<file path="src/rtl/core/plc_pkg.sv">
// Package for the posting list cursor: command codes, datapath operations
// and the status bundle passed from the datapath to the controller.
// Depends on nothing.
package plc_pkg;

	// Command codes carried by an input item.
	typedef enum logic [2:0] {
		CMD_CLEAR   = 3'd0,
		CMD_APPEND  = 3'd1,
		CMD_REWIND  = 3'd2,
		CMD_NEXT    = 3'd3,
		CMD_CURRENT = 3'd4,
		CMD_ADVANCE = 3'd5
	} cmd_t;

	// Controller states.
	typedef enum logic [1:0] {
		ST_IDLE,
		ST_SEARCH,
		ST_READ
	} ctrl_state_t;

	// Operations the controller orders from the datapath each cycle.
	typedef enum logic [3:0] {
		OP_NONE,
		OP_CLEAR,
		OP_APPEND,
		OP_REWIND,
		OP_PARK,
		OP_HOLD,
		OP_STEP_READ,
		OP_CUR_READ,
		OP_SEARCH_START,
		OP_SEARCH_STEP,
		OP_SEARCH_FETCH,
		OP_DELIVER
	} dp_op_t;

	// Status flags from the datapath.
	typedef struct packed {
		logic next_end;
		logic cur_end;
		logic count_zero;
		logic search_done;
		logic pos_end;
	} dp_status_t;

endpackage

</file>
<file path="src/rtl/core/plc_datapath.sv">
// Datapath of the posting list cursor: count, cursor, search window and
// result registers, plus the address and write controls of the id RAM.
// Depends on plc_pkg.
module plc_datapath import plc_pkg::*; #(
	parameter int TABLE_DEPTH = 1024
) (
	input  logic                           clk,
	input  logic                           arst_n,
	input  dp_op_t                         dp_op,
	input  logic [31:0]                    doc_value,
	output dp_status_t                     dp_status,
	output logic                           ram_we,
	output logic [$clog2(TABLE_DEPTH)-1:0] ram_waddr,
	output logic [31:0]                    ram_wdata,
	output logic [$clog2(TABLE_DEPTH)-1:0] ram_raddr,
	input  logic [31:0]                    ram_rdata,
	output logic                           done,
	output logic [31:0]                    doc_result,
	output logic [10:0]                    cursor_position,
	output logic                           at_end,
	output logic                           status
);

	localparam int AW = $clog2(TABLE_DEPTH);
	localparam int CW = $clog2(TABLE_DEPTH + 1);
	localparam logic [CW-1:0] DEPTH_C = CW'(TABLE_DEPTH);

	logic [CW-1:0] count_q, cursor_q, first_q, len_q;
	logic [31:0]   target_q;
	logic [CW-1:0] count_d, cursor_d;
	logic [CW-1:0] probe, first_n, len_n, raddr_full;
	logic [CW:0]   cursor_plus2;
	logic          below, full, report;
	logic [CW+10:0] cursor_ext;

	// Search step: compare the probed id and narrow the window.
	assign probe   = first_q + (len_q >> 1);
	assign below   = (ram_rdata < target_q);
	assign first_n = below ? CW'(probe + 1'b1) : first_q;
	assign len_n   = below ? CW'(len_q - (len_q >> 1) - 1'b1) : (len_q >> 1);

	// Status for the controller.
	assign full         = (count_q == DEPTH_C);
	assign cursor_plus2 = {1'b0, cursor_q} + (CW+1)'(2);
	assign dp_status.next_end    = (cursor_plus2 > {1'b0, count_q});
	assign dp_status.cur_end     = (cursor_q >= count_q);
	assign dp_status.count_zero  = (count_q == '0);
	assign dp_status.search_done = (len_n == '0);
	assign dp_status.pos_end     = (first_n >= count_q);

	// RAM controls.
	assign ram_we    = (dp_op == OP_APPEND) && !full;
	assign ram_waddr = count_q[AW-1:0];
	assign ram_wdata = doc_value;

	always_comb begin
		case (dp_op)
			OP_STEP_READ:    raddr_full = CW'(cursor_q + 1'b1);
			OP_SEARCH_START: raddr_full = count_q >> 1;
			OP_SEARCH_STEP:  raddr_full = CW'(first_n + (len_n >> 1));
			OP_SEARCH_FETCH: raddr_full = first_n;
			default:         raddr_full = cursor_q;
		endcase
	end
	assign ram_raddr = raddr_full[AW-1:0];

	// Next count and cursor for each operation.
	always_comb begin
		count_d  = count_q;
		cursor_d = cursor_q;
		case (dp_op)
			OP_CLEAR: begin
				count_d  = '0;
				cursor_d = '0;
			end
			OP_APPEND: begin
				if (!full) begin
					count_d = CW'(count_q + 1'b1);
				end
			end
			OP_REWIND:       cursor_d = '0;
			OP_PARK:         cursor_d = count_q;
			OP_STEP_READ:    cursor_d = CW'(cursor_q + 1'b1);
			OP_SEARCH_FETCH: cursor_d = first_n;
			default: ;
		endcase
	end

	assign report = (dp_op == OP_CLEAR) || (dp_op == OP_APPEND) ||
	                (dp_op == OP_REWIND) || (dp_op == OP_PARK) ||
	                (dp_op == OP_HOLD) || (dp_op == OP_DELIVER);

	// Control registers.
	always_ff @(posedge clk or negedge arst_n) begin
		if (!arst_n) begin
			count_q  <= '0;
			cursor_q <= '0;
			done     <= 1'b0;
		end else begin
			count_q  <= count_d;
			cursor_q <= cursor_d;
			done     <= report;
		end
	end

	assign cursor_ext = {11'b0, cursor_d};

	// Search window and result registers.
	always_ff @(posedge clk) begin
		case (dp_op)
			OP_SEARCH_START: begin
				first_q  <= '0;
				len_q    <= count_q;
				target_q <= doc_value;
			end
			OP_SEARCH_STEP: begin
				first_q <= first_n;
				len_q   <= len_n;
			end
			default: ;
		endcase
		if (report) begin
			doc_result      <= (dp_op == OP_DELIVER) ? ram_rdata : 32'd0;
			cursor_position <= cursor_ext[10:0];
			at_end          <= (cursor_d == count_d);
			status          <= (dp_op == OP_APPEND) && full;
		end
	end

endmodule

</file>
<file path="config.mk">
export PLATFORM = sky130hd
export DESIGN_NAME = plc_datapath
export DESIGN_NICKNAME = d
export VERILOG_FILES = /design/src/rtl/core/plc_pkg.sv /design/src/rtl/core/plc_datapath.sv
export SDC_FILE = /design/constraint.sdc
export NUM_CORES = 1
export LEC_CHECK = 0
export ABC_AREA = 1
export BUFFER_PORTS_ARGS = -buffer_cell sky130_fd_sc_hd__clkbuf_2
export CORE_MARGIN = 1
export CORE_UTILIZATION = 59
export CTS_CLUSTER_SIZE = 20
export DETAILED_ROUTE_END_ITERATION = 6
export GPL_TIMING_DRIVEN = 0
export PLACE_DENSITY = 0.8
export RECOVER_POWER = 100
export SLEW_MARGIN = 0
export SYNTH_ARGS = -nofsm -noshare
export SYNTH_HDL_FRONTEND = slang
export SYNTH_SLANG_ARGS = --single-unit
</file>
<file path="constraint.sdc">
create_clock -name clk -period 7.7 [get_ports clk]
set_input_delay 1.155 -clock clk [delete_from_list [all_inputs] [get_ports clk]]
set_output_delay 1.155 -clock clk [all_outputs]
set_load 0.03 [all_outputs]
</file>
Word-level counts from Yosys, hierarchy flattened
Cells that the tools add are included.
{"block": "op_classes", "n_reduce_logical": 12, "n_eq_ne": 12, "n_mux": 8, "add_sub_neg": 8, "n_lt_le_gt_ge": 4}
{"operator": "11-bit case mux with 2 select lines", "count": 3}
{"operator": "11-bit case mux with 4 select lines", "count": 1}
{"operator": "10-bit case mux with 4 select lines", "count": 1}
{"operator": "11-bit by 1-bit adder with 11-bit output, second input constant", "count": 3}
{"operator": "11-bit 2-to-1 mux", "count": 3}
{"operator": "32-bit < comparator", "count": 1}
{"operator": "11-bit >= comparator", "count": 2}
{"operator": "11-bit logical NOT", "count": 2}
{"operator": "4-bit equality test, second input constant", "count": 4}
{"operator": "11-bit by 2-bit adder with 12-bit output, second input constant", "count": 1}
{"operator": "4-bit by 3-bit equality test with 1-bit output, second input constant", "count": 3}
{"operator": "12-bit by 11-bit > comparator with 1-bit output", "count": 1}
{"operator": "11-bit by 10-bit adder with 11-bit output", "count": 1}
{"operator": "11-bit equality test", "count": 1}
{"operator": "11-bit equality test, second input constant", "count": 1}
{"operator": "11-bit by 1-bit subtractor with 11-bit output, second input constant", "count": 1}
{"operator": "11-bit by 10-bit subtractor with 11-bit output", "count": 1}
{"operator": "10-bit adder", "count": 1}
{"operator": "4-bit by 2-bit equality test with 1-bit output, second input constant", "count": 2}
{"operator": "1-bit logical OR", "count": 5}
{"operator": "4-bit by 1-bit equality test with 1-bit output, second input constant", "count": 1}
{"operator": "1-bit logical AND", "count": 2}
{"operator": "2-bit nonzero test", "count": 1}
{"operator": "2-bit OR reduction", "count": 1}
{"operator": "1-bit logical NOT", "count": 1}
{"block": "totals", "output_inout_bits": 104, "in_bits": 70, "register_bits": 122, "wordCells": 54}

Logic depth before layout (Yosys ltp)
{"block": "depth", "depth_word": 6, "ltp_mapped": 31, "mapped_depth_nobuf": 30}

Least setup slack after synthesis
Ideal clock, no wire load.
{"block": "synth_timing", "path_type": "input to output", "startpoint": "in dp_op[3]", "endpoint": "out ram_raddr[7]", "arrival_time_ns": 4.534, "cell_stages": 9, "required_time_ns": 6.545, "n_path_buf": 1, "path_slack_ns": 2.011, "path_cell_list": "inv_1 -> nor2_1 -> inv_1 -> nor2_1 -> inv_1 -> nor2_1 -> clkbuf_1 -> a21oi_1 -> a31oi_1"}
{"block": "synth_via", "elab_chain_cells": 2, "word_cells_on_any_way": 5}
{"item": "from (decl)", "line_no": "plc_datapath.sv:9", "text": "input dp_op_t dp_op,"}
{"item": "4-bit equality test or 4-bit by 3-bit equality test with 1-bit output (tied branches)", "line_no": "plc_datapath.sv:57", "text": "case (dp_op)"}
{"item": "10-bit case mux with 4 select lines *", "line_no": "plc_datapath.sv:57"}
{"item": "to (decl)", "line_no": "plc_datapath.sv:15", "text": "output logic [$clog2(TABLE_DEPTH)-1:0] ram_raddr,"}
Mark *: on every way between the ends. The rest lies on a longest branch, timed or not.

Worst setup path after layout
{"block": "layout_timing", "startpoint": "in ram_rdata[23]", "endpoint": "out ram_raddr[9]"}
{"block": "layout_via", "elab_chain_cells": 4, "word_cells_on_any_way": 5}
{"item": "from (decl)", "line_no": "plc_datapath.sv:16", "text": "input logic [31:0] ram_rdata,"}
{"item": "32-bit < comparator *", "line_no": "plc_datapath.sv:38", "text": "assign below = (ram_rdata < target_q);"}
{"item": "11-bit 2-to-1 mux, on equally long branches", "line_no": "plc_datapath.sv:39, plc_datapath.sv:40"}
{"item": "10-bit adder", "line_no": "plc_datapath.sv:60", "text": "OP_SEARCH_STEP: raddr_full = CW'(first_n + (len_n >> 1));"}
{"item": "10-bit case mux with 4 select lines *", "line_no": "plc_datapath.sv:57"}
Marked as above.

==> impl_metrics.env <==
export IMPL_register_area_um2=3550
export IMPL_synth_cell_types=52
export IMPL_cpMostUsedCell="nor2_1"
export IMPL_core_area_um2=15200
export IMPL_synth_top_area_share_pct=32.4
export IMPL_cts_tree="done"
export IMPL_slew_headroom_pct=5.14
export IMPL_yosys_top_cells_area="edfxtp_1 (32%), ha_1 (13%), nand2_1 (9.1%)"
export IMPL_synth_edf_count=99
export IMPL_synth_top_cell_by_area="edfxtp_1"
export IMPL_met1_length_mm=9.71
export IMPL_ys_flop_type="edfxtp_1"
export IMPL_synth_ff_latch_count=122
export IMPL_io_pins=174
export IMPL_drt_initial_drc_count=608
export IMPL_wl_per_cell_um=15.9
export IMPL_synthAdderAreaFrac_pct=13.7
export IMPL_rsz0062_at_grt="false"
export IMPL_cp_max_fo=10
export IMPL_synth_compound_area_share_pct=10.8
export IMPL_crit_slowest_cell="clkbuf_1"
export IMPL_worst_path_buf_inv=6
export IMPL_synth_mux_area_share_pct=0
export IMPL_r2r_slack_ns=4.30
export IMPL_cts_buffer_depth=2
export IMPL_routed_wl_mm=24.2
export IMPL_synth_top_family_by_area="simple AND/OR/NAND/NOR gates"
export IMPL_drv_slew=0
export IMPL_grt_pass1_wl_mm=38.2
export IMPL_worst_pin_slew_ns=1.42
export IMPL_fillers=1279
export IMPL_antenna_found_initial=0
export IMPL_nets=1494
export IMPL_std_cell_rows=45
export IMPL_ctsHoldBuffers=0
export IMPL_setup_tns_ns=0
export IMPL_highest_layer="met4"
export IMPL_drive_gt1_share_pct=11.2
export IMPL_grt_util_all_layers_pct=30.8
export IMPL_placed_cells=1494
export IMPL_detail_route_antenna_nets=0
export IMPL_root_buffer="clkbuf_16"
export IMPL_period_share_pct=89.0
export IMPL_synth_commonest_cells="nand2_1 (222), inv_1 (203), edfxtp_1 (99)"
export IMPL_die_x_um=127
export IMPL_grt_pass1_vias=7947
export IMPL_clock_sinks=122
export IMPL_setup_viol=0
export IMPL_wl_met2_mm=12.0
export IMPL_final_cells=1526
export IMPL_ys_seq_area_share_pct=38.7
export IMPL_cp_end_kind="output port"
export IMPL_cts_resized=0
export IMPL_start_util_pct=60.4
export IMPL_criticalPathCategory="in -> out"
export IMPL_yosys_warnings=0
export IMPL_ir_worst_vdd_mv=0.167
export IMPL_synth_cell_area_um2=9180
export IMPL_worstPathArrival_ns=5.70
export IMPL_fmax_ghz=0.146
export IMPL_clock_skew_ns=0.0144
export IMPL_power_leakage_nw=5.14
export IMPL_run_status="complete, no violations"
export IMPL_start_kind="input port"
export IMPL_synth_simple_area_share_pct=20.9
export IMPL_drt_vias_per_instance=5.46
export IMPL_synth_xor_area_share_pct=2.29
export IMPL_async_flop_share_pct=18.9
export IMPL_syn_instance_count=1130
export IMPL_worstSkewPairLatency_ns=0.43
export IMPL_worstHoldPathType="reg -> reg"
export IMPL_syn_num_nets=1299
export IMPL_numPortBuffers=173
export IMPL_cp_required_ns=6.55
export IMPL_area_delta_synth_final_pct=15.5
export IMPL_n_antenna_cell=0
export IMPL_critPathTopFamily="simple AND/OR/NAND/NOR gates"
export IMPL_die_area_um2=16100
export IMPL_place_hpwl_mm=19.0
export IMPL_drc_errors=0
export IMPL_avgSynthCellArea_um2=8.12
export IMPL_power_density_nw_per_um2=221
export IMPL_grt_ovfl_total=0
export IMPL_routabilityCongestion=0.930
export IMPL_totalPowerFinal_w=0.00235
export IMPL_via_count=8325
export IMPL_period_needed_ns=6.85
export IMPL_first_pass_iters=7
export IMPL_cts_max_level=4
export IMPL_grt_max_degree=26
export IMPL_post_cts_setup_buffer_count=0
export IMPL_cts_buffers=17
export IMPL_maxCapViolCount=0
export IMPL_yosysMostFrequentCell="nand2_1"
export IMPL_hold_viol=0
export IMPL_slowest_delay_ns=0.52
export IMPL_wl_met3_mm=1.76
export IMPL_multi_input_area_um2=4340
export IMPL_clk_pin_slew_ns=0.07
export IMPL_die_y_um=127
[flip-flops by register name (all words and copies together), names as in the netlist, 11 cells and up]
signal,count
count_q,11
cursor_position,11
cursor_q,11
doc_result,32
first_q,11
len_q,11
target_q,32
[metal layers]
layer	global-route usage, %	up-vias
met5	0	-
met4	12.3	0
met3	5.53	64
met2	55.1	353
met1	36.8	3832
li1	-	4076
[report_power, final]
part / total, W / switching (W) / internal, W
Sequential: 0.000823 / 0.0000469 / 0.000776
Clock: 0.000759 / 0.000316 / 0.000442
Combinational: 0.000766 / 0.000522 / 0.000244
Total: 0.00235 / 0.000885 / 0.00146
[cell families (layout without fill, tap and decap cells)]
family	after synthesis	count (layout)
compound gates	167	167
flops	122	122
simple gates	441	441
fa+ha+maj	99	99
xor+xnor	24	24
buf+inv	277	485
[cell type report]
cell class | count | area share (%)
buffer | 61 | 3.74
clock buffer | 17 | 4.01
clock inverter | 15 | 1.18
inverter | 216 | 7.70
multi-input combinational | 731 | 41.0
sequential | 122 | 33.5
tap | 188 | 2.22
timing repair buffer | 176 | 6.72
[path summary, 6_finish.rpt]
check                              start      endpoint  cells past startpoint
setup / recovery           ram_rdata[23]  ram_raddr[9]                     27
hold / removal                count_q[5]      len_q[5]                      2
setup reg to reg            target_q[31]        at_end                     19
hold reg to reg               count_q[5]      len_q[5]                      2
max in group asynchronous         arst_n   cursor_q[8]                      1
min in group asynchronous         arst_n    count_q[5]                      1
[stage by stage]
stage	hold slack (ns)	worst slack, ns	utilization (%)	cell area, um2
final	0.731	0.850	69.7	10600
after detailed placement	0.704	1.33	68.1	10400
after CTS	0.723	1.30	71.7	10900
after floorplan	0.604	2.01	-	9180
after global placement	0.676	0.827	67.6	10300
after global routing	0.758	0.512	69.7	10600
[layout by cell type (no fill, tap or decap), drive strengths merged, types with 5 or more instances in the layout]
cell type / instances
o21bai: 7
nor3: 15
buf: 47
a21oi: 66
clkbuf: 207
dfrtp: 23
xnor2: 5
nand3b: 5
nand3: 68
o21ai: 60
inv: 216
edfxtp: 99
clkinv: 11
o211ai: 7
ha: 96
xor2: 19
nor2: 101
nand4: 17
nand2: 228
[worst reg2reg max path, stage by stage, from the launching register on]
cell and delay [ns]:
edfxtp_1 0.33, inv_1 0.05, ha_1 0.31, nand4_1 0.11, inv_1 0.09, nand4_2 0.12
nor2_1 0.22, nand2_1 0.11, nand2_1 0.18, clkbuf_1 0.52, nand2_1 0.16, nand3_1 0.18
nand3_1 0.14, nand2_1 0.11, nand2_1 0.05, nand2_1 0.12, nand2_1 0.07, nor2_1 0.23
nand2_1 0.09, nor2_1 0.09
(Power assumes the default switching activity.)
