[src/rtl/core/plc_pkg.sv]
// Package for the posting list cursor: command codes, datapath operations
// and the status bundle passed from the datapath to the controller.
// Depends on nothing.
package plc_pkg;

	// Command codes carried by an input item.
	typedef enum logic [2:0] {
		CMD_CLEAR   = 3'd0,
		CMD_APPEND  = 3'd1,
		CMD_REWIND  = 3'd2,
		CMD_NEXT    = 3'd3,
		CMD_CURRENT = 3'd4,
		CMD_ADVANCE = 3'd5
	} cmd_t;

	// Controller states.
	typedef enum logic [1:0] {
		ST_IDLE,
		ST_SEARCH,
		ST_READ
	} ctrl_state_t;

	// Operations the controller orders from the datapath each cycle.
	typedef enum logic [3:0] {
		OP_NONE,
		OP_CLEAR,
		OP_APPEND,
		OP_REWIND,
		OP_PARK,
		OP_HOLD,
		OP_STEP_READ,
		OP_CUR_READ,
		OP_SEARCH_START,
		OP_SEARCH_STEP,
		OP_SEARCH_FETCH,
		OP_DELIVER
	} dp_op_t;

	// Status flags from the datapath.
	typedef struct packed {
		logic next_end;
		logic cur_end;
		logic count_zero;
		logic search_done;
		logic pos_end;
	} dp_status_t;

endpackage

[src/rtl/core/plc_ctrl.sv]
// Controller state machine of the posting list cursor.
// Depends on plc_pkg; drives plc_datapath through dp_op_t.
module plc_ctrl import plc_pkg::*; (
	input  logic       clk,
	input  logic       arst_n,
	input  logic       start,
	input  logic [2:0] command,
	input  dp_status_t dp_status,
	output dp_op_t     dp_op,
	output logic       busy
);

	ctrl_state_t state_q, state_d;

	// State register.
	always_ff @(posedge clk or negedge arst_n) begin
		if (!arst_n) begin
			state_q <= ST_IDLE;
		end else begin
			state_q <= state_d;
		end
	end

	// Next state and datapath operation.
	always_comb begin
		state_d = state_q;
		dp_op   = OP_NONE;
		case (state_q)
			ST_IDLE: begin
				if (start) begin
					case (cmd_t'(command))
						CMD_CLEAR:  dp_op = OP_CLEAR;
						CMD_APPEND: dp_op = OP_APPEND;
						CMD_REWIND: dp_op = OP_REWIND;
						CMD_NEXT: begin
							if (dp_status.next_end) begin
								dp_op = OP_PARK;
							end else begin
								dp_op   = OP_STEP_READ;
								state_d = ST_READ;
							end
						end
						CMD_CURRENT: begin
							if (dp_status.cur_end) begin
								dp_op = OP_PARK;
							end else begin
								dp_op   = OP_CUR_READ;
								state_d = ST_READ;
							end
						end
						CMD_ADVANCE: begin
							if (dp_status.count_zero) begin
								dp_op = OP_PARK;
							end else begin
								dp_op   = OP_SEARCH_START;
								state_d = ST_SEARCH;
							end
						end
						default: dp_op = OP_HOLD;
					endcase
				end
			end
			ST_SEARCH: begin
				if (!dp_status.search_done) begin
					dp_op = OP_SEARCH_STEP;
				end else if (dp_status.pos_end) begin
					dp_op   = OP_PARK;
					state_d = ST_IDLE;
				end else begin
					dp_op   = OP_SEARCH_FETCH;
					state_d = ST_READ;
				end
			end
			ST_READ: begin
				dp_op   = OP_DELIVER;
				state_d = ST_IDLE;
			end
			default: state_d = ST_IDLE;
		endcase
	end

	assign busy = (state_q != ST_IDLE);

endmodule

[config.mk]
export PLATFORM = sky130hd
export DESIGN_NAME = plc_ctrl
export DESIGN_NICKNAME = d
export VERILOG_FILES = /design/src/rtl/core/plc_pkg.sv /design/src/rtl/core/plc_ctrl.sv
export SDC_FILE = /design/constraint.sdc
export NUM_CORES = 1
export LEC_CHECK = 0
export ABC_CLOCK_PERIOD_IN_PS = 1150
export CORE_AREA = 10 10 47 49
export CTS_CLUSTER_DIAMETER = 60
export DETAILED_ROUTE_END_ITERATION = 10
export DIE_AREA = 0 0 57 59
export DONT_BUFFER_PORTS = 1
export PLACE_DENSITY = 0.3
export SETUP_SLACK_MARGIN = 0.4
export SLEW_MARGIN = 25
export SYNTH_ARGS = -nofsm -noshare
export SYNTH_HDL_FRONTEND = slang
export SYNTH_SLANG_ARGS = --single-unit
[constraint.sdc]
create_clock -name clk -period 1.15 [get_ports clk]
set_input_delay 0.1725 -clock clk [delete_from_list [all_inputs] [get_ports clk]]
set_output_delay 0.1725 -clock clk [all_outputs]
set_load 0.01 [all_outputs]
* Word level (Yosys, flattened, before mapping)
Index checks and enable logic that the tools add are counted.
Word-level totals: input bits 11, register bits 2, word-level logic and storage cells 34, output and inout port bits 5
Operators by class: equal/unequal tests 13, reduce and logical (&&, ||, !) cells 4, multiplexer cells 16
Operator list (count):
- $pmux W4 S6 | 1
- $mux W2 | 8
- $mux W4 | 4
- $pmux W4 S3 | 1
- $ne A3 B3 Y1 const B | 3
- $eq A3 B2 Y1 const B | 2
- $eq A3 B3 Y1 const B | 2
- $pmux W2 S3 | 1
- $reduce_and A6 Y1 | 1
- $ne A2 B2 Y1 const B | 2
- $ne A4 B1 Y1 const B | 1
- $pmux W2 S2 | 1
- $eq A3 B1 Y1 const B | 1
- $logic_not A3 Y1 | 1
- $eq A2 B1 Y1 const B | 1
- $eq A2 B2 Y1 const B | 1
- $logic_not A2 Y1 | 1
- $reduce_bool A2 Y1 | 1

* Logic depth before layout (Yosys ltp)
Gate-level depths: netlist (run 1).
depth in word-level cells 4, gate-level depth with buffers 4, depth with buffers taken out 4

* Least setup slack after synthesis (run 1)
OpenSTA, ideal clock, no wires.
path kind flip-flop to output port, start point register state_q[0], end point output dp_op[1], stages on the path, launching flop included 4, data required time 978 ps, path buffers 0, setup slack 15 ps, arrival time 963 ps, path through dfrtp_1 nor2_4 inv_2 o31a_1
Between the ends: longest elaborated chain between the ends 2
RTL lines:
- start: declaration | line plc_ctrl.sv:13 | ctrl_state_t state_q, state_d;
- start signal: assignment | line plc_ctrl.sv:20 | state_q <= state_d;
- $eq A2 B2 Y1 (tied with other cells) | line plc_ctrl.sv:28 | case (state_q)
- $pmux W4 S3 (*) | line plc_ctrl.sv:28
- end: declaration | line plc_ctrl.sv:9 | output dp_op_t dp_op,
Every way passes the cells marked *; elsewhere a longest branch is shown, timed or not.

* Worst setup path in the final report (run 1)
start point register state_q[0], end point output dp_op[0]
Same word-level chain as after synthesis.

==> impl_metrics.tcl, run 1 <==
set metrics [dict create \
    wl_per_cell_um 14.9 \
    drive_gt1_share_pct 51.2 \
    globalplace.congestion 0.697 \
    crit_start "state_q[0]" \
    root_buffer "clkbuf_4" \
    area_growth_pct 72.9 \
    fp.dieH_um 59 \
    synth_edf_count 0 \
    synth_top_family_by_area "compound AO/OA/AOI/OAI gates" \
    ys.flop_type "dfrtp_1" \
    ir_drop_uv 422 \
    rsz0062_at_grt "yes" \
    drv_cap 0 \
    synth_compound_area_share_pct 40.1 \
    synth.area.top_cells "dfrtp_1 (21%), nand2b_1 (10%), o22ai_1 (7.8%)" \
    rrSetupSlack_ns 0.08 \
    cts_sinks 2 \
    hold_violations 0 \
    worst_pin_slew_ns 0.363 \
    power_density_nw_per_um2 858 \
    h-tree-depth 1 \
    fin_crit_sh_pct 117 \
    synthSimpleGateAreaFrac_pct 37.5 \
    cp_max_fo 4 \
    grt_pass1_vias 349 \
    grt_antenna_before_repair 0 \
    violations "setup timing" \
    reg_top3 "state_q x2" \
    tritoncts "yes" \
    min_period_ns 1.35 \
    syn_inst 31 \
    place_hpwl_um 699 \
    synth.top_cell.area_share_pct 20.8 \
    nNetsFinal 56 \
    r2r-start "state_q[1]" \
    drcViolationCount 0 \
    cp-start-kind "flip-flop" \
    ys_seq_elements 2 \
    cts_inserted_buffers 3 \
    synthArstFlopShare_pct 100 \
    clock_latency_ns 0.23 \
    synth-xor-area-share_pct 0 \
    hold_start "dp_status[1]" \
    worstReg2RegEnd "state_q[0]" \
    p_leak_nw 0.163 \
    dieArea_um2 3360 \
    min_to "state_q[0]" \
    wl_um 879 \
    syn_area_per_cell_um2 7.75 \
    crit_type "flip-flop to output port" \
    drt-initial-drc-count 8 \
    required_ns 0.98 \
    fin_worst_skew_ns 0.00651 \
    syn_area_um2 240 \
    diodes 0 \
    synthAdderAreaFrac_pct 0 \
    synth_top_area_cell "dfrtp_1" \
    drtPass1Iterations 4 \
    outcome "finished with violations" \
    setup_viol 5 \
    ant_nets 0 \
    relSlewSlack_pct 75.8 \
    yosysWarnings 0 \
    core-area_um2 1400 \
    yosysUniqueCellTypes 19 \
    grt_pass1_wl_mm 1.54 \
    top_register "state_q" \
    synth_mux_area_share_pct 0 \
    fin_util_pct 29.6 \
    port_buffers 0 \
    worst_setup_path_end_kind "output port" \
    grt_overflow 0 \
    report.final.slew_viol_count 0 \
    vias 292 \
    io_pins 16 \
    whs_ns 0.0333 \
    max_freq_ghz 0.742 \
    start_util_pct 17.1 \
    fp.dieW_um 57 \
    viasPerCell 4.95 \
    layout_setup_ws_ns -0.198 \
    r2r_cells 6 \
    grt_max_degree 9 \
    critPathArrivalTime_ns 1.18 \
    path_clk_slew_ns 0.03 \
    holdPathStages 1 \
    grt_usage_pct 5.74 \
    fp-row-count 14 \
    yosysSeqAreaShare_pct 20.8 \
    hp-class "input port to flip-flop" \
    clockBufferDepth 2 \
    syn_nets 42 \
    largest_register_ff_count 2 \
]
==> metrics by stage <==
step / instance area, um^2 / setup WS [ns] / instances / TNS (ns) / total power [mW]
after floorplan: 246 / 0.0550 / 31 / 0 / 0.138
after global placement: 282 / 0.00416 / 49 / 0 / 0.156
after detailed placement: 282 / 0.0101 / 49 / 0 / 0.156
after CTS: 392 / -0.201 / 58 / -0.620 / 0.352
after global routing: 415 / -0.246 / 59 / -0.938 / 0.383
final: 415 / -0.198 / 59 / -0.693 / 0.356
==> power breakdown <==
group,internal [mW],total (mW),switching (mW)
Sequential,0.0742,0.0794,0.00514
Combinational,0.0656,0.121,0.0557
Clock,0.115,0.156,0.0406
Total,0.255,0.356,0.101
==> final cells by class <==
cell class	instances	area, um^2
sequential	2	52.6
multi-input combinational	28	228
fill	164	986
tap	16	20.0
clock buffer	3	22.5
timing repair buffer	9	88.8
inverter	1	3.75
==> kinds of logic (layout without fill, tap and decap cells) <==
group	count (synthesis)	in the layout
buffers and inverters	1	13
AND/OR/NAND/NOR	13	13
AO/OA/AOI/OAI	15	15
flip-flops	2	2
==> what timing repair did <==
action | 4_1_cts | 5_1_grt
pin swaps | 2 | 4
hold buffers | 1 | 0
setup buffers | 5 | 1
endpoints found under the setup margin | 7 | 7
gates resized for setup | 9 | 4
hold endpoints to repair | 2 | 0
==> layer usage <==
layer / global-route usage [%] / vias to the layer above / routed length [um]
li1: - / 144 / -
met1: 5.67 / 131 / 341
met2: 9.61 / 14 / 411
met3: 2.36 / 3 / 109
met4: 4.03 / 0 / 18
met5: 0 / - / 0
==> critical path, cell delays in order (launching register included) <==
cell     delay [ns]
dfrtp_2        0.41
nor2_4         0.05
buf_6          0.11
buf_6          0.10
buf_6          0.11
a21oi_4        0.16
==> worst max-delay path by stage <==
stage	end	cells after the start
finish	dp_op[0]	5
CTS	dp_op[1]	3
floorplan	dp_op[1]	3
detailed placement	dp_op[1]	3
global route	dp_op[1]	3
global placement	dp_op[1]	3
==> placed cells by master (no fill, tap or decap), drive strengths merged, types with 2 or more instances in the layout <==
| cell | netlist | routed |
|---|---|---|
| nor2 | 3 | 3 |
| buf | 0 | 8 |
| a31oi | 2 | 2 |
| o21ai | 2 | 2 |
| dfrtp | 2 | 2 |
| a21oi | 4 | 4 |
| o22ai | 3 | 3 |
| nand2 | 2 | 2 |
| nand2b | 4 | 4 |
| clkbuf | 0 | 3 |
==> cell usage after synthesis (all sizes together) (2+ instances only) <==
cell type	instances
a21oi	4
a31oi	2
dfrtp	2
nand2	2
nand2b	4
nor2	3
o21ai	2
o22ai	3
(Power assumes the default switching activity.)
==> run 2: changes to the inputs <==
ABC_CLOCK_PERIOD_IN_PS = 1700   (was 1150)
clock period = 1.7 ns   (was 1.15 ns; I/O delays follow)
==> run 2 against run 1 <==
The flow now finishes without violations. Clock power is 34% lower. Flip-flop and latch count is the same. Worst hold slack improved by 0.097 ns. Clock-buffer cell count did not move. Combinational power decreased by 44%. Sequential share of layout area increased by 2.0 points. Clock skew is 0.0050 ns lower. Routed wire length up 6.0%. Non-clock buffer count is 4 lower. First-iteration DRC count decreased by 13%. Via count is 4.5% lower. Setup slack better by 0.44 ns. Critical endpoint is now dp_op[1].
==> impl_metrics.tcl, run 2 (synthesis results as in run 1) <==
set metrics [dict create \
    viasPerCell 5.07 \
    highest_layer "met3" \
    cp-start-kind "flip-flop" \
    wl_met2_um 541 \
    hold_violations 0 \
    path_clk_slew_ns 0.03 \
    start_util_pct 17.1 \
    dieArea_um2 3360 \
    ir_drop_uv 159 \
    cpMaxStageDelayCell "dfrtp_2" \
    root_buffer "clkbuf_4" \
    outcome "complete, no violations" \
    switching_share_pct 28.4 \
    path_cells "nor2_4 -> inv_4 -> o31a_1" \
    drt-initial-drc-count 7 \
    cp_max_fo 4 \
    fp.dieH_um 59 \
    largest_register_ff_count 2 \
    pwr-share-comb_pct 30.2 \
    area_growth_pct 49.5 \
    internal-power_uw 160 \
    wl_met1_um 326 \
    post-place-ws_ns 0.413 \
    mostFrequentLayoutCell "buf_4" \
    cts_inserted_buffers 3 \
    cts_sinks 2 \
    port_buffers 0 \
    io_pins 16 \
    required_ns 1.44 \
    clockBufferDepth 2 \
    layout_setup_ws_ns 0.240 \
    drive_gt1_share_pct 46.2 \
    fp.dieW_um 57 \
    relSlewSlack_pct 78.2 \
    grt_max_degree 9 \
    setup_viol 0 \
    drcViolationCount 0 \
    drv_cap 0 \
    fp-row-count 14 \
    crit_type "flip-flop to output port" \
    route.met3.wl_um 63 \
    diodes 0 \
    wl_per_cell_um 16.9 \
    top_register "state_q" \
    h-tree-depth 1 \
    final_cell_mix "buf_4 (4), nand2b_1 (3), a21oi_2 (3), clkbuf_4 (3)" \
    nNetsFinal 52 \
    grt_overflow 0 \
    tritoncts "yes" \
    grt_usage_pct 5.22 \
    place_hpwl_um 673 \
    fin_crit_sh_pct 85.9 \
    report.final.slew_viol_count 0 \
    fin_worst_skew_ns 0.00149 \
    worst_pin_slew_ns 0.326 \
    grt_antenna_before_repair 0 \
    drtPass1Iterations 3 \
    critical-path-max-stage-delay_ns 0.43 \
    critPathArrivalTime_ns 1.20 \
    pwr-share-seq_pct 23.9 \
    globalplace.congestion 0.676 \
    switchingPower_uw 63.4 \
    p_leak_nw 0.134 \
    num-fill-cells 177 \
    rrSetupSlack_ns 0.71 \
    core-area_um2 1400 \
    rsz0062_at_grt "yes" \
    wl_um 932 \
    max_freq_ghz 0.685 \
    reg_top3 "state_q x2" \
    vias 279 \
    grt_pass1_wl_mm 1.33 \
    power_density_nw_per_um2 623 \
    ant_nets 0 \
    min_period_ns 1.46 \
    power.share.clock_pct 45.9 \
    setup_tns_ns 0 \
    hp-class "input port to flip-flop" \
    clock_latency_ns 0.22 \
    grt_pass1_vias 290 \
    worst_setup_path_end_kind "output port" \
]
[run 2: power by group through the flow]
stage,Combinational (mW),Sequential [mW],Clock (mW)
6_report,0.0676,0.0535,0.103
5_1_grt,0.0734,0.0538,0.112
4_1_cts,0.0660,0.0532,0.110
3_5_place_dp,0.0460,0.0536,0
3_3_place_gp,0.0461,0.0534,0
2_1_floorplan,0.0382,0.0531,0
[run 2: layout make-up]
type / count / area [um^2] / area share, %
inverters: 1 / 6.26 / 1.74
multi-input cells: 28 / 218 / 60.6
repair buffers: 5 / 40.0 / 11.1
clock buffers: 3 / 22.5 / 6.27
well taps: 16 / 20.0 / 5.57
flip-flops and latches: 2 / 52.6 / 14.6
[run 2: metal layers]
metal,vias to the layer above,global-route usage [%]
li1,136,-
met1,136,3.90
met2,7,10.1
met3,0,3.00
met4,0,3.02
met5,-,0
[run 2: stage by stage]
| stage | hold WS [ns] | power (mW) | util, % | cells | cell area (um^2) |
|---|---|---|---|---|---|
| 4_1_cts | 0.124 | 0.230 | 25.2 | 55 | 353 |
| 2_1_floorplan | -0.0406 | 0.0913 | - | 31 | 240 |
| 3_3_place_gp | -0.0405 | 0.0995 | 18.6 | 47 | 260 |
| 5_1_grt | 0.136 | 0.239 | 25.6 | 55 | 359 |
| 6_report | 0.131 | 0.224 | 25.6 | 55 | 359 |
| 3_5_place_dp | -0.0405 | 0.0996 | 18.6 | 47 | 260 |
[run 2: what timing repair did]
item | 4_1_cts | 5_1_grt
hold buffers | 1 | 0
setup buffers | 4 | 0
setup endpoints to repair | 4 | 4
gates resized for setup | 7 | 2
pin swaps | 3 | 2
endpoints found under the hold margin | 2 | 0
[run 2: path summary, 6_finish.rpt]
path	from	endpoint	cells past startpoint
setup reg to reg	state_q[0]	state_q[1]	4
hold / removal	dp_status[1]	state_q[0]	1
min in group asynchronous	arst_n	state_q[1]	1
setup / recovery	state_q[0]	dp_op[1]	3
max in group asynchronous	arst_n	state_q[0]	1
hold reg to reg	state_q[1]	state_q[0]	2
[run 2: critical path, delay by kind of cell (launching register included)]
kind,cells,cell delay (ns)
AO/OA/AOI/OAI,1,0.32
flip-flops,1,0.43
AND/OR/NAND/NOR,1,0.16
buffers and inverters,1,0.07
